===== src/hw/rtl/sbbm_pkg.sv =====
// Shared types and constants for the slice bounding-box border mask block.
// No dependencies; every other file refers to it by scoped names.
package sbbm_pkg;

  localparam int CFG_W          = 11;
  localparam int COORD_W        = 10;
  localparam int MASK_W         = 8;
  localparam int PADDR_W        = 3;
  localparam int PDATA_W        = 32;
  localparam int DEF_MAX_SIDE   = 1024;
  localparam int DEF_VOXEL_BITS = 16;

  localparam logic [CFG_W-1:0]  CFG_RESET    = 11'd1024;
  localparam logic [MASK_W-1:0] MASK_OUTSIDE = 8'd255;
  localparam logic [MASK_W-1:0] MASK_INSIDE  = 8'd0;

  typedef enum logic [0:0] {
    REG_SLICE_WIDTH  = 1'b0,
    REG_SLICE_HEIGHT = 1'b1
  } reg_idx_t;

  typedef enum logic [0:0] {
    OP_MEASURE = 1'b0,
    OP_MASK    = 1'b1
  } opcode_t;

  typedef struct packed {
    logic [MASK_W-1:0]  mask_value;
    logic               slice_empty;
    logic [COORD_W-1:0] first_row;
    logic [COORD_W-1:0] last_row;
    logic [COORD_W-1:0] first_col;
    logic [COORD_W-1:0] last_col;
    logic               end_of_slice;
  } res_t;

endpackage


===== src/hw/rtl/slice_bounding_box_border_mask.sv =====
// Top level of the slice bounding-box border mask block: input register,
// result register, and the sbbm_cfg / sbbm_core instances. Depends on sbbm_pkg.
//
// Usage: write slice_width and slice_height over APB (byte addresses 0 and 4)
// while the block is idle. Stream a slice's voxels row-major with opcode
// measure; the beat for the final position yields one result carrying the
// box, slice_empty and end_of_slice. Then stream one opcode-mask beat per
// position; each yields one result with mask_value 0 inside the box and 255
// outside (all 255 for an empty slice). The box clears after the last mask
// beat; measure passes without a mask pass in between merge their boxes.
// A beat passes through the input register, then the result register, before
// its result appears on out_valid. Throughput is one beat per cycle unless a
// stalled result blocks it, set by the combinational box update in between.
// Reset: position and box clear, both size registers read 1024.
// While out_stall holds a waiting result, the input register drains no beat,
// not even a measure beat that yields no result, so in_stall rises as soon as
// the input register is occupied and blocked.
module slice_bounding_box_border_mask #(
  parameter int MAX_SIDE   = sbbm_pkg::DEF_MAX_SIDE,
  parameter int VOXEL_BITS = sbbm_pkg::DEF_VOXEL_BITS,
  localparam int POS_W     = $clog2(MAX_SIDE)
) (
  input  logic                          clk,
  input  logic                          rst,
  input  logic                          psel,
  input  logic                          penable,
  input  logic                          pwrite,
  input  logic [sbbm_pkg::PADDR_W-1:0]  paddr,
  input  logic [sbbm_pkg::PDATA_W-1:0]  pwdata,
  output logic [sbbm_pkg::PDATA_W-1:0]  prdata,
  output logic                          pready,
  input  logic                          in_valid,
  output logic                          in_stall,
  input  logic                          opcode,
  input  logic [VOXEL_BITS-1:0]         voxel_value,
  output logic                          out_valid,
  input  logic                          out_stall,
  output logic [sbbm_pkg::MASK_W-1:0]   mask_value,
  output logic                          slice_empty,
  output logic [sbbm_pkg::COORD_W-1:0]  first_row,
  output logic [sbbm_pkg::COORD_W-1:0]  last_row,
  output logic [sbbm_pkg::COORD_W-1:0]  first_col,
  output logic [sbbm_pkg::COORD_W-1:0]  last_col,
  output logic                          end_of_slice
);

  logic              in_reg_valid;
  sbbm_pkg::opcode_t in_op;
  logic [VOXEL_BITS-1:0] in_voxel;
  logic              proceed;
  logic              in_accept;

  logic [POS_W-1:0]  width_m1;
  logic [POS_W-1:0]  height_m1;
  logic              has_result;
  sbbm_pkg::res_t    core_res;
  sbbm_pkg::res_t    out_res;

  sbbm_cfg #(.MAX_SIDE(MAX_SIDE)) u_cfg (
    .clk       (clk),
    .rst       (rst),
    .psel      (psel),
    .penable   (penable),
    .pwrite    (pwrite),
    .paddr     (paddr),
    .pwdata    (pwdata),
    .prdata    (prdata),
    .pready    (pready),
    .width_m1  (width_m1),
    .height_m1 (height_m1)
  );

  sbbm_core #(.MAX_SIDE(MAX_SIDE)) u_core (
    .clk        (clk),
    .rst        (rst),
    .proc_en    (proceed),
    .op         (in_op),
    .nonzero    (|in_voxel),
    .width_m1   (width_m1),
    .height_m1  (height_m1),
    .has_result (has_result),
    .res        (core_res)
  );

  // advance the held beat only when the result register is free or draining
  assign proceed   = in_reg_valid && (!out_valid || !out_stall);
  assign in_stall  = in_reg_valid && !proceed;
  assign in_accept = in_valid && !in_stall;

  always_ff @(posedge clk) begin
    if (rst) begin
      in_reg_valid <= 1'b0;
    end else if (!in_reg_valid || proceed) begin
      in_reg_valid <= in_accept;
    end
  end

  always_ff @(posedge clk) begin
    if (in_accept) begin
      in_op    <= sbbm_pkg::opcode_t'(opcode);
      in_voxel <= voxel_value;
    end
  end

  always_ff @(posedge clk) begin
    if (rst) begin
      out_valid <= 1'b0;
    end else if (proceed) begin
      out_valid <= has_result;
    end else if (!out_stall) begin
      out_valid <= 1'b0;
    end
  end

  always_ff @(posedge clk) begin
    if (proceed) begin
      out_res <= core_res;
    end
  end

  assign mask_value   = out_res.mask_value;
  assign slice_empty  = out_res.slice_empty;
  assign first_row    = out_res.first_row;
  assign last_row     = out_res.last_row;
  assign first_col    = out_res.first_col;
  assign last_col     = out_res.last_col;
  assign end_of_slice = out_res.end_of_slice;

  a_stall_cause: assert property (@(posedge clk) disable iff (rst)
    in_stall |-> (out_valid && out_stall && in_reg_valid))
    else $error("input stalled without a blocked result");

  a_empty_mask: assert property (@(posedge clk) disable iff (rst)
    (out_valid && slice_empty) |->
      (mask_value == sbbm_pkg::MASK_OUTSIDE || end_of_slice))
    else $error("empty slice produced an inside mask");

  a_box_order: assert property (@(posedge clk) disable iff (rst)
    (out_valid && !slice_empty) |->
      ((MAX_SIDE > 1024) || (first_row <= last_row && first_col <= last_col)))
    else $error("box bounds out of order");

  a_measure_mask: assert property (@(posedge clk) disable iff (rst)
    (proceed && in_op == sbbm_pkg::OP_MEASURE) |=>
      (!out_valid || (end_of_slice && mask_value == sbbm_pkg::MASK_INSIDE)))
    else $error("measure beat produced a stray result");

endmodule


===== src/hw/rtl/sbbm_cfg.sv =====
// APB register file for slice width and height, with clamping to 1..MAX_SIDE.
// Depends on sbbm_pkg.
module sbbm_cfg #(
  parameter int MAX_SIDE = sbbm_pkg::DEF_MAX_SIDE,
  localparam int POS_W   = $clog2(MAX_SIDE)
) (
  input  logic                        clk,
  input  logic                        rst,
  input  logic                        psel,
  input  logic                        penable,
  input  logic                        pwrite,
  input  logic [sbbm_pkg::PADDR_W-1:0] paddr,
  input  logic [sbbm_pkg::PDATA_W-1:0] pwdata,
  output logic [sbbm_pkg::PDATA_W-1:0] prdata,
  output logic                        pready,
  output logic [POS_W-1:0]            width_m1,
  output logic [POS_W-1:0]            height_m1
);

  localparam logic [31:0] MAX32 = 32'(MAX_SIDE);

  logic [sbbm_pkg::CFG_W-1:0] slice_width;
  logic [sbbm_pkg::CFG_W-1:0] slice_height;
  logic                       wr_en;

  assign pready = 1'b1;
  assign wr_en  = psel && penable && pwrite && pready;

  always_ff @(posedge clk) begin
    if (rst) begin
      slice_width  <= sbbm_pkg::CFG_RESET;
      slice_height <= sbbm_pkg::CFG_RESET;
    end else if (wr_en) begin
      unique case (sbbm_pkg::reg_idx_t'(paddr[2]))
        sbbm_pkg::REG_SLICE_WIDTH:  slice_width  <= pwdata[sbbm_pkg::CFG_W-1:0];
        sbbm_pkg::REG_SLICE_HEIGHT: slice_height <= pwdata[sbbm_pkg::CFG_W-1:0];
        default: ;
      endcase
    end
  end

  always_comb begin
    prdata = '0;
    unique case (sbbm_pkg::reg_idx_t'(paddr[2]))
      sbbm_pkg::REG_SLICE_WIDTH:  prdata = sbbm_pkg::PDATA_W'(slice_width);
      sbbm_pkg::REG_SLICE_HEIGHT: prdata = sbbm_pkg::PDATA_W'(slice_height);
      default: prdata = '0;
    endcase
  end

  // zero acts as one, anything past MAX_SIDE acts as MAX_SIDE
  function automatic logic [POS_W-1:0] side_m1(input logic [sbbm_pkg::CFG_W-1:0] v);
    logic [31:0] v32;
    v32 = 32'(v);
    if (v32 == 32'd0)      side_m1 = '0;
    else if (v32 > MAX32)  side_m1 = POS_W'(MAX32 - 32'd1);
    else                   side_m1 = POS_W'(v32 - 32'd1);
  endfunction

  assign width_m1  = side_m1(slice_width);
  assign height_m1 = side_m1(slice_height);

endmodule


===== src/hw/rtl/sbbm_core.sv =====
// Position counter and bounding-box state; forms a result for every mask beat and the final-position beat.
// Depends on sbbm_pkg.
module sbbm_core #(
  parameter int MAX_SIDE = sbbm_pkg::DEF_MAX_SIDE,
  localparam int POS_W   = $clog2(MAX_SIDE)
) (
  input  logic                clk,
  input  logic                rst,
  input  logic                proc_en,
  input  sbbm_pkg::opcode_t   op,
  input  logic                nonzero,
  input  logic [POS_W-1:0]    width_m1,
  input  logic [POS_W-1:0]    height_m1,
  output logic                has_result,
  output sbbm_pkg::res_t      res
);

  logic [POS_W-1:0] col_position, col_position_next;
  logic [POS_W-1:0] row_position, row_position_next;
  logic             box_valid, box_valid_next;
  logic [POS_W-1:0] box_row_min, box_row_min_next;
  logic [POS_W-1:0] box_row_max, box_row_max_next;
  logic [POS_W-1:0] box_col_min, box_col_min_next;
  logic [POS_W-1:0] box_col_max, box_col_max_next;

  logic             col_wrap;
  logic             last;
  logic             upd_valid;
  logic [POS_W-1:0] upd_rmin, upd_rmax, upd_cmin, upd_cmax;
  logic             pos_in_box;

  assign col_wrap = col_position >= width_m1;
  assign last     = col_wrap && (row_position >= height_m1);

  always_comb begin
    if (col_wrap) begin
      col_position_next = '0;
      row_position_next = last ? '0 : row_position + POS_W'(1);
    end else begin
      col_position_next = col_position + POS_W'(1);
      row_position_next = row_position;
    end
  end

  // box after folding in a measured voxel
  always_comb begin
    upd_valid = box_valid;
    upd_rmin  = box_row_min;
    upd_rmax  = box_row_max;
    upd_cmin  = box_col_min;
    upd_cmax  = box_col_max;
    if (op == sbbm_pkg::OP_MEASURE && nonzero) begin
      upd_valid = 1'b1;
      if (!box_valid) begin
        upd_rmin = row_position;
        upd_rmax = row_position;
        upd_cmin = col_position;
        upd_cmax = col_position;
      end else begin
        if (row_position < box_row_min) upd_rmin = row_position;
        if (row_position > box_row_max) upd_rmax = row_position;
        if (col_position < box_col_min) upd_cmin = col_position;
        if (col_position > box_col_max) upd_cmax = col_position;
      end
    end
  end

  assign pos_in_box = box_valid &&
                      row_position >= box_row_min && row_position <= box_row_max &&
                      col_position >= box_col_min && col_position <= box_col_max;

  always_comb begin
    has_result = (op == sbbm_pkg::OP_MASK) || last;
    res.mask_value   = (op == sbbm_pkg::OP_MEASURE || pos_in_box) ?
                       sbbm_pkg::MASK_INSIDE : sbbm_pkg::MASK_OUTSIDE;
    res.slice_empty  = !upd_valid;
    res.first_row    = sbbm_pkg::COORD_W'(upd_rmin);
    res.last_row     = sbbm_pkg::COORD_W'(upd_rmax);
    res.first_col    = sbbm_pkg::COORD_W'(upd_cmin);
    res.last_col     = sbbm_pkg::COORD_W'(upd_cmax);
    res.end_of_slice = last;
  end

  // clear the box when a mask pass ends
  always_comb begin
    if (op == sbbm_pkg::OP_MASK && last) begin
      box_valid_next   = 1'b0;
      box_row_min_next = '0;
      box_row_max_next = '0;
      box_col_min_next = '0;
      box_col_max_next = '0;
    end else begin
      box_valid_next   = upd_valid;
      box_row_min_next = upd_rmin;
      box_row_max_next = upd_rmax;
      box_col_min_next = upd_cmin;
      box_col_max_next = upd_cmax;
    end
  end

  always_ff @(posedge clk) begin
    if (rst) begin
      col_position <= '0;
      row_position <= '0;
      box_valid    <= 1'b0;
      box_row_min  <= '0;
      box_row_max  <= '0;
      box_col_min  <= '0;
      box_col_max  <= '0;
    end else if (proc_en) begin
      col_position <= col_position_next;
      row_position <= row_position_next;
      box_valid    <= box_valid_next;
      box_row_min  <= box_row_min_next;
      box_row_max  <= box_row_max_next;
      box_col_min  <= box_col_min_next;
      box_col_max  <= box_col_max_next;
    end
  end

endmodule

===== config.mk =====
export PLATFORM = sky130hd
export DESIGN_NAME = slice_bounding_box_border_mask
export DESIGN_NICKNAME = d
export VERILOG_FILES = /design/src/hw/rtl/sbbm_pkg.sv /design/src/hw/rtl/slice_bounding_box_border_mask.sv /design/src/hw/rtl/sbbm_cfg.sv /design/src/hw/rtl/sbbm_core.sv
export SDC_FILE = /design/constraint.sdc
export NUM_CORES = 1
export LEC_CHECK = 0
export ABC_AREA = 1
export BUFFER_PORTS_ARGS = -buffer_cell sky130_fd_sc_hd__buf_2
export CAP_MARGIN = 20
export CELL_PAD_IN_SITES_DETAIL_PLACEMENT = 0
export CELL_PAD_IN_SITES_GLOBAL_PLACEMENT = 1
export CORE_AREA = 2 2 157 159
export DETAILED_ROUTE_END_ITERATION = 10
export DIE_AREA = 0 0 159 161
export GPL_ROUTABILITY_DRIVEN = 0
export HOLD_SLACK_MARGIN = 0.12
export PLACE_DENSITY_LB_ADDON = 0.3
export REMOVE_ABC_BUFFERS = 1
export SLEW_MARGIN = 10
export SYNTH_ARGS = -nofsm -noshare
export SYNTH_HDL_FRONTEND = slang
export SYNTH_SLANG_ARGS = --single-unit

===== constraint.sdc =====
create_clock -name clk -period 3.7 [get_ports clk]
set_clock_uncertainty 0.05 [all_clocks]
set_input_delay 0 -clock clk [delete_from_list [all_inputs] [get_ports clk]]
set_output_delay 0 -clock clk [all_outputs]
set_load 0.01 [all_outputs]

Word-level counts from Yosys, hierarchy flattened
Cells that the tools add are included.
W data, S select, Z words.
{ "word_totals": {"register_bits": 152} }
{ "classes": {"n_addsub": 4, "n_lt_le_gt_ge": 12, "n_eq_ne": 1, "muxes": 28, "n_bitwise": 2, "n_reduce_logical": 28} }
{ "ops": {"columns": ["op", "count"], "rows": [
  ["$mux W10", 22],
  ["$pmux W32 S2", 1],
  ["$ge A10 B10 Y1", 4],
  ["$gt A11 B11 Y1 const B", 2],
  ["$logic_not A11 Y1", 2],
  ["$add A10 B1 Y10 const B", 2],
  ["$gt A10 B10 Y1", 2],
  ["$le A10 B10 Y1", 2],
  ["$lt A10 B10 Y1", 2],
  ["$sub A10 B1 Y10 const B", 2],
  ["$reduce_or A16 Y1", 1],
  ["$logic_and A1 B1 Y1", 12],
  ["$mux W8", 1],
  ["$logic_not A1 Y1", 6],
  ["$reduce_and A2 Y1", 3],
  ["$logic_or A1 B1 Y1", 4],
  ["$mux W1", 4],
  ["$ne A2 B1 Y1 const B", 1],
  ["$not A1 Y1", 2]
]} }

Logic depth before layout (Yosys ltp)
{ "logic_depth": {"word_depth": 7, "ltp_mapped": 26, "ltp_nobuf": 26} }

Modules after synthesis
Synthesis repeated with hierarchy kept, for this count alone.
{ "hier_totals": {"hier_cells": 1079, "area_unflattened_um2": 8702.1} }
{ "by_module_without_submodules": {"columns": ["mod", "instances", "cells_each", "area_per_inst_um2", "seq_area_each_um2"], "rows": [
  ["sbbm_core", 1, 723, 4895.9, 1221.2],
  ["slice_bounding_box_border_mask", 1, 96, 2162.1, 2052.0],
  ["sbbm_cfg", 1, 260, 1644.1, 440.4]
]} }

Least setup slack after synthesis
No wires, ideal clock.
{ "synth_path": {"path_type": "reg-to-reg", "from": "register u_cfg.slice_width[0] (netlist name)", "to": "register u_core.box_col_min[0]", "setup_ns": 0.070, "t_arrival_ns": 2.579, "required_time_ns": 3.580, "path_slack_ns": 1.000, "stages_incl_launch_ff": 26, "path_buffers": 1, "period_less_slack_ns": 2.700, "cell_sequence": "dfxtp_1 -> inv_1 -> ha_1 -> nand2_1 -> nor2_1 -> inv_2 -> nor3_2 -> nand2_1 -> inv_2 -> nand2_1 -> nand2_2 -> inv_2 -> o31ai_4 -> ha_1 -> nand2_1 -> nand2_1 -> nand2_1 -> nand2_1 -> nand2_1 -> nand3_2 -> nand3_2 -> nand2_2 -> clkinv_2 -> buf_4 -> nand2_1 -> a21oi_1"} }
{ "synth_via": {"elab_chain_len": 7, "elab_cells_between_ends": 9, "classes_between": "1 x add/sub; 2 x order compare; 3 x mux; 3 x reduce/logical"} }
{ "synth_rtl": {"columns": ["element", "line", "source"], "rows": [
  ["start: declaration", "sbbm_cfg.sv:22", "logic [sbbm_pkg::CFG_W-1:0] slice_width;"],
  ["start signal: assignment", "sbbm_cfg.sv:31", "slice_width <= sbbm_pkg::CFG_RESET;"],
  ["start signal: assignment", "sbbm_cfg.sv:35", "sbbm_pkg::REG_SLICE_WIDTH: slice_width <= pwdata[sbbm_pkg::CFG_W-1:0];"],
  ["$sub A10 B1 Y10 or $gt A11 B11 Y1 (tied branches)", "sbbm_cfg.sv:57, sbbm_cfg.sv:56", null],
  ["$mux W10", "sbbm_cfg.sv:56", "else if (v32 > MAX32) side_m1 = POS_W'(MAX32 - 32'd1);"],
  ["$mux W10 (*)", "sbbm_cfg.sv:55", "if (v32 == 32'd0) side_m1 = '0;"],
  ["$ge A10 B10 Y1 (*)", "sbbm_core.sv:32", "assign col_wrap = col_position >= width_m1;"],
  ["$logic_and A1 B1 Y1 (*)", "sbbm_core.sv:33", "assign last = col_wrap && (row_position >= height_m1);"],
  ["$logic_and A1 B1 Y1 (*)", "sbbm_core.sv:86", "if (op == sbbm_pkg::OP_MASK && last) begin"],
  ["$mux W10 (*)", "sbbm_core.sv:86", null],
  ["end signal: assignment", "sbbm_core.sv:116", "box_col_min <= box_col_min_next;"],
  ["end: declaration", "sbbm_core.sv:23", "logic [POS_W-1:0] box_col_min, box_col_min_next;"]
]} }
Mark *: on every way between the ends. The rest lies on a longest branch, timed or not.
A chain may end at the register's enable or synchronous reset.

Worst setup path after layout
{ "layout_path": {"from": "register u_cfg.slice_width[0] (netlist name)", "to": "register u_core.box_row_max[6]"} }
{ "layout_via": {"elab_chain_len": 7, "elab_cells_between_ends": 9, "classes_between": "1 x add/sub; 2 x order compare; 3 x mux; 3 x reduce/logical"} }
{ "layout_rtl": {"columns": ["element", "line", "source"], "rows": [
  ["$sub A10 B1 Y10 or $gt A11 B11 Y1 (tied branches)", "sbbm_cfg.sv:57, sbbm_cfg.sv:56", null],
  ["$mux W10", "sbbm_cfg.sv:56", null],
  ["$mux W10 (*)", "sbbm_cfg.sv:55", null],
  ["$ge A10 B10 Y1 (*)", "sbbm_core.sv:32", null],
  ["$logic_and A1 B1 Y1 (*)", "sbbm_core.sv:33", null],
  ["$logic_and A1 B1 Y1 (*)", "sbbm_core.sv:86", null],
  ["$mux W10 (*)", "sbbm_core.sv:86", null],
  ["end signal: assignment", "sbbm_core.sv:115", "box_row_max <= box_row_max_next;"],
  ["end: declaration", "sbbm_core.sv:22", "logic [POS_W-1:0] box_row_max, box_row_max_next;"]
]} }
Marked as above.

==> impl_results.md <==
- YS warnings: 0
- Setup tns final: 0 ps
- Number of remaining DRC errors: 0
- CTS tree: done
- Hold Crit Class: in2reg
- Synth Register Bits: 145
- Most flop-heavy register: in_voxel
- Routed Wire Length: 20,500 um
- Status: finished clean
- Pint: 3.02 mW
- Worst-skew pair later-pin latency: 420 ps
- TritonCTS Buffers: 17
- Detailed Place HPWL: 14,700 um
- Inserted Diodes: 0
- Core ar.: 0.0240 sq mm
- Synth Instances: 1,038
- Worst EP arrival: 3540 ps
- Die area: 0.0256 sq mm
- Sequential Power Share: 0.432
- Post-DRT Antenna Nets: 0
- Clk slew on worst S/H paths: 70 ps
- Sw Pwr: 1.03 mW
- Crit path max fanout: 40
- Mapped Avg Cell Area: 7.90 sq um
- Fin crit period: 3250 ps
- Wire per inst: 13.7 um
- Worst Setup End Kind: register
- Effective utilization at floorplan: 0.342
- Setup Fix Bufs, Post-CTS: 0
- Synth-to-Final Area Change: 20.4%
- Pwr Density: 410 mW/mm^2
- Port Buffers: 98
- Clk sinks: 145
- Synth Area in Adders: 0.0977
- Comb pwr share: 0.116
- Synth Cell Area: 0.00820 sq mm
- Fmax: 308 MHz
- Yosys cell types: 41
- Sw Share: 0.253
- Pwr Total: 4.05 mW
- Placed cell count: 1,432
- First-pass GRT wire length: 33,300 um
- Bufs on Longest Clock Path: 2
- Die Ht: 161 um
- Hold_ws: 165 ps
- Vias in the first global route: 6,355
- CP required: 3990 ps
- Fraction of layout cells with a size suffix above 1: 0.154
- Slowest cell delay on critical path: 320 ps
- GRT Total Usage: 0.163
- Post-synthesis mux area share: 0
- Final net count: 1,288
- Total gr overflow: 0
- Lkg Pwr: 4.44 nW
- Sequential area share after synthesis: 0.427
- Chip width: 159 um
- Placement Rows: 57
- Slowest stage cell, crit path: dfxtp_1
- Vias: 6,818
- RSZ-0062 raised after global routing: no
- Measured slew at the worst slew-check pin: 753 ps
- Clock power share: 0.451
- DRT Pass-1 Iters: 5
- H-tree depth: 4
- CTS root buffer: clkbuf_16
- Max-Cap Viols: 0
- Largest family of logic cells by synthesized area: simple AND/OR/NAND/NOR gates
- Final cycle utilization of the critical path: 0.878
- Synth Area in Simple Gates: 0.259
- Largest net degree at the start of global routing: 48
- Final instance count without filler cells: 1,502
- CP Class: reg2reg
- Peak VDD IR: 0.000254 V
- Iteration-0 DRC Markers: 318
- Max reg flops: 16
- Ports: 144
- Final setup violation count: 0
- Most used cell along the critical path: nand2_1
- Initial antenna violation count: 0
- Max-slew violations: 0
- DR vias/cell: 4.54
- Synth Area in Compound Gates: 0.100
- Post-synthesis share of cell area spent on xor and xnor gates: 0.00855
- Hold Violations, Final: 0
- Regs by FF count: in_voxel x16, u_cfg.slice_height x11, u_cfg.slice_width x11
- Slew headroom: 0.498
- Startpoint Class: register
critical path: cells and delay by family (launching register included):
kind	cells	cell delay (ps)
and+or+nand+nor	14	1260
buffers and inverters	7	720
adders and majority gates	2	450
AOI/OAI and AO/OA	2	340
DFF	1	320
layout make-up:
cell class	count	area [sq um]
Fill cell	2471	14100
Multi-Input combinational cell	727	3900
Sequential cell	145	3500
Timing Repair Buffer	148	968
Inverter	126	477
Clock buffer	18	429
Tap cell	324	405
Clock inverter	14	189
stage by stage:
stage,instance area (sq um),setup slack (ps),utilization
2_1_floorplan,7880,505,-
3_3_place_gp,8870,352,0.370
3_5_place_dp,8870,298,0.370
4_1_cts,9860,278,0.412
5_1_grt,9870,30.8,0.412
6_report,9870,450,0.412
layout by cell type (no fill, tap or decap), types with 10 or more instances in the layout:
cell / count
nand2_1: 257
inv_1: 115
buf_2: 98
nand3_1: 90
a21oi_1: 87
dfxtp_1: 85
nor2_1: 65
ha_1: 64
edfxtp_1: 60
o21ai_0: 46
dlygate4sd3_1: 38
conb_1: 22
and2_1: 20
clkbuf_16: 17
buf_4: 11
nand2_2: 10
synth_stat cells:
library cell	number	area [sq um]
a211oi_1	2	15.0
a21boi_0	1	7.51
a21o_1	5	37.5
a21oi_1	87	435
a31oi_1	1	6.26
and2_1	20	125
and3_1	2	12.5
buf_2	2	10.0
buf_4	38	285
buf_6	3	33.8
clkbuf_1	17	63.8
clkinv_2	1	5.00
conb_1	2	7.51
dfxtp_1	85	1700
edfxtp_1	60	1800
ha_1	64	801
inv_1	116	435
inv_2	8	30.0
inv_4	1	6.26
nand2_1	257	965
nand2_2	10	62.6
nand2_4	3	33.8
nand3_1	90	450
nand3_2	4	40.0
nand4_1	9	56.3
nor2_1	65	244
nor2_2	6	37.5
nor3_1	8	40.0
nor3_2	1	10.0
nor3_4	1	16.3
nor3b_1	1	7.51
o211ai_1	1	7.51
o21a_1	4	30.0
o21ai_0	46	230
o21ai_1	3	15.0
o21bai_1	1	7.51
o31ai_1	1	7.51
o31ai_4	1	21.3
or2_2	2	12.5
or3_4	1	11.3
xor2_1	8	70.1
power groups by stage:
stage | Combinational [mW] | Sequential [mW] | Clock [mW]
2_1_floorplan | 0.274 | 1.80 | 0
3_3_place_gp | 0.439 | 1.79 | 0
3_5_place_dp | 0.445 | 1.79 | 0
4_1_cts | 0.475 | 1.75 | 1.87
5_1_grt | 0.536 | 1.76 | 1.94
6_report | 0.471 | 1.75 | 1.83
layer usage:
layer / global-route usage / part of all wire
met3: 0.0324 / 0.034
met5: 0 / 0
met2: 0.253 / 0.44
met4: 0.0446 / 0.011
met1: 0.231 / 0.51
logic make-up (layout without fill, tap and decap cells):
| group | count (synthesis) | count (layout) |
|---|---|---|
| fa+ha+maj | 64 | 64 |
| xor+xnor | 8 | 8 |
| buf+inv | 186 | 306 |
| compound gates | 153 | 153 |
| flops | 145 | 145 |
| simple gates | 480 | 480 |
| other cells | 2 | 22 |
final timing paths:
path,from,end,slack [ps],depth (start not counted)
worst min register to register,u_core.box_row_max[1]$_SDFFE_PP0P_,u_core.box_row_max[1]$_SDFFE_PP0P_,410,2
worst max-delay path,u_cfg.slice_width[0]$_SDFFE_PP0P_,u_core.box_row_max[6]$_SDFFE_PP0P_,450,25
worst min-delay path,rst,u_core.box_col_max[5]$_SDFFE_PP0P_,160,3
worst max register to register,u_cfg.slice_width[0]$_SDFFE_PP0P_,u_core.box_row_max[6]$_SDFFE_PP0P_,450,25
timing repair:
action | CTS | global route
endpoints found under the hold margin | 41 | 0
hold buffers | 38 | 0
resized for setup | 0 | 3
endpoints found under the setup margin | 0 | 40
(Power assumes the default switching activity.)
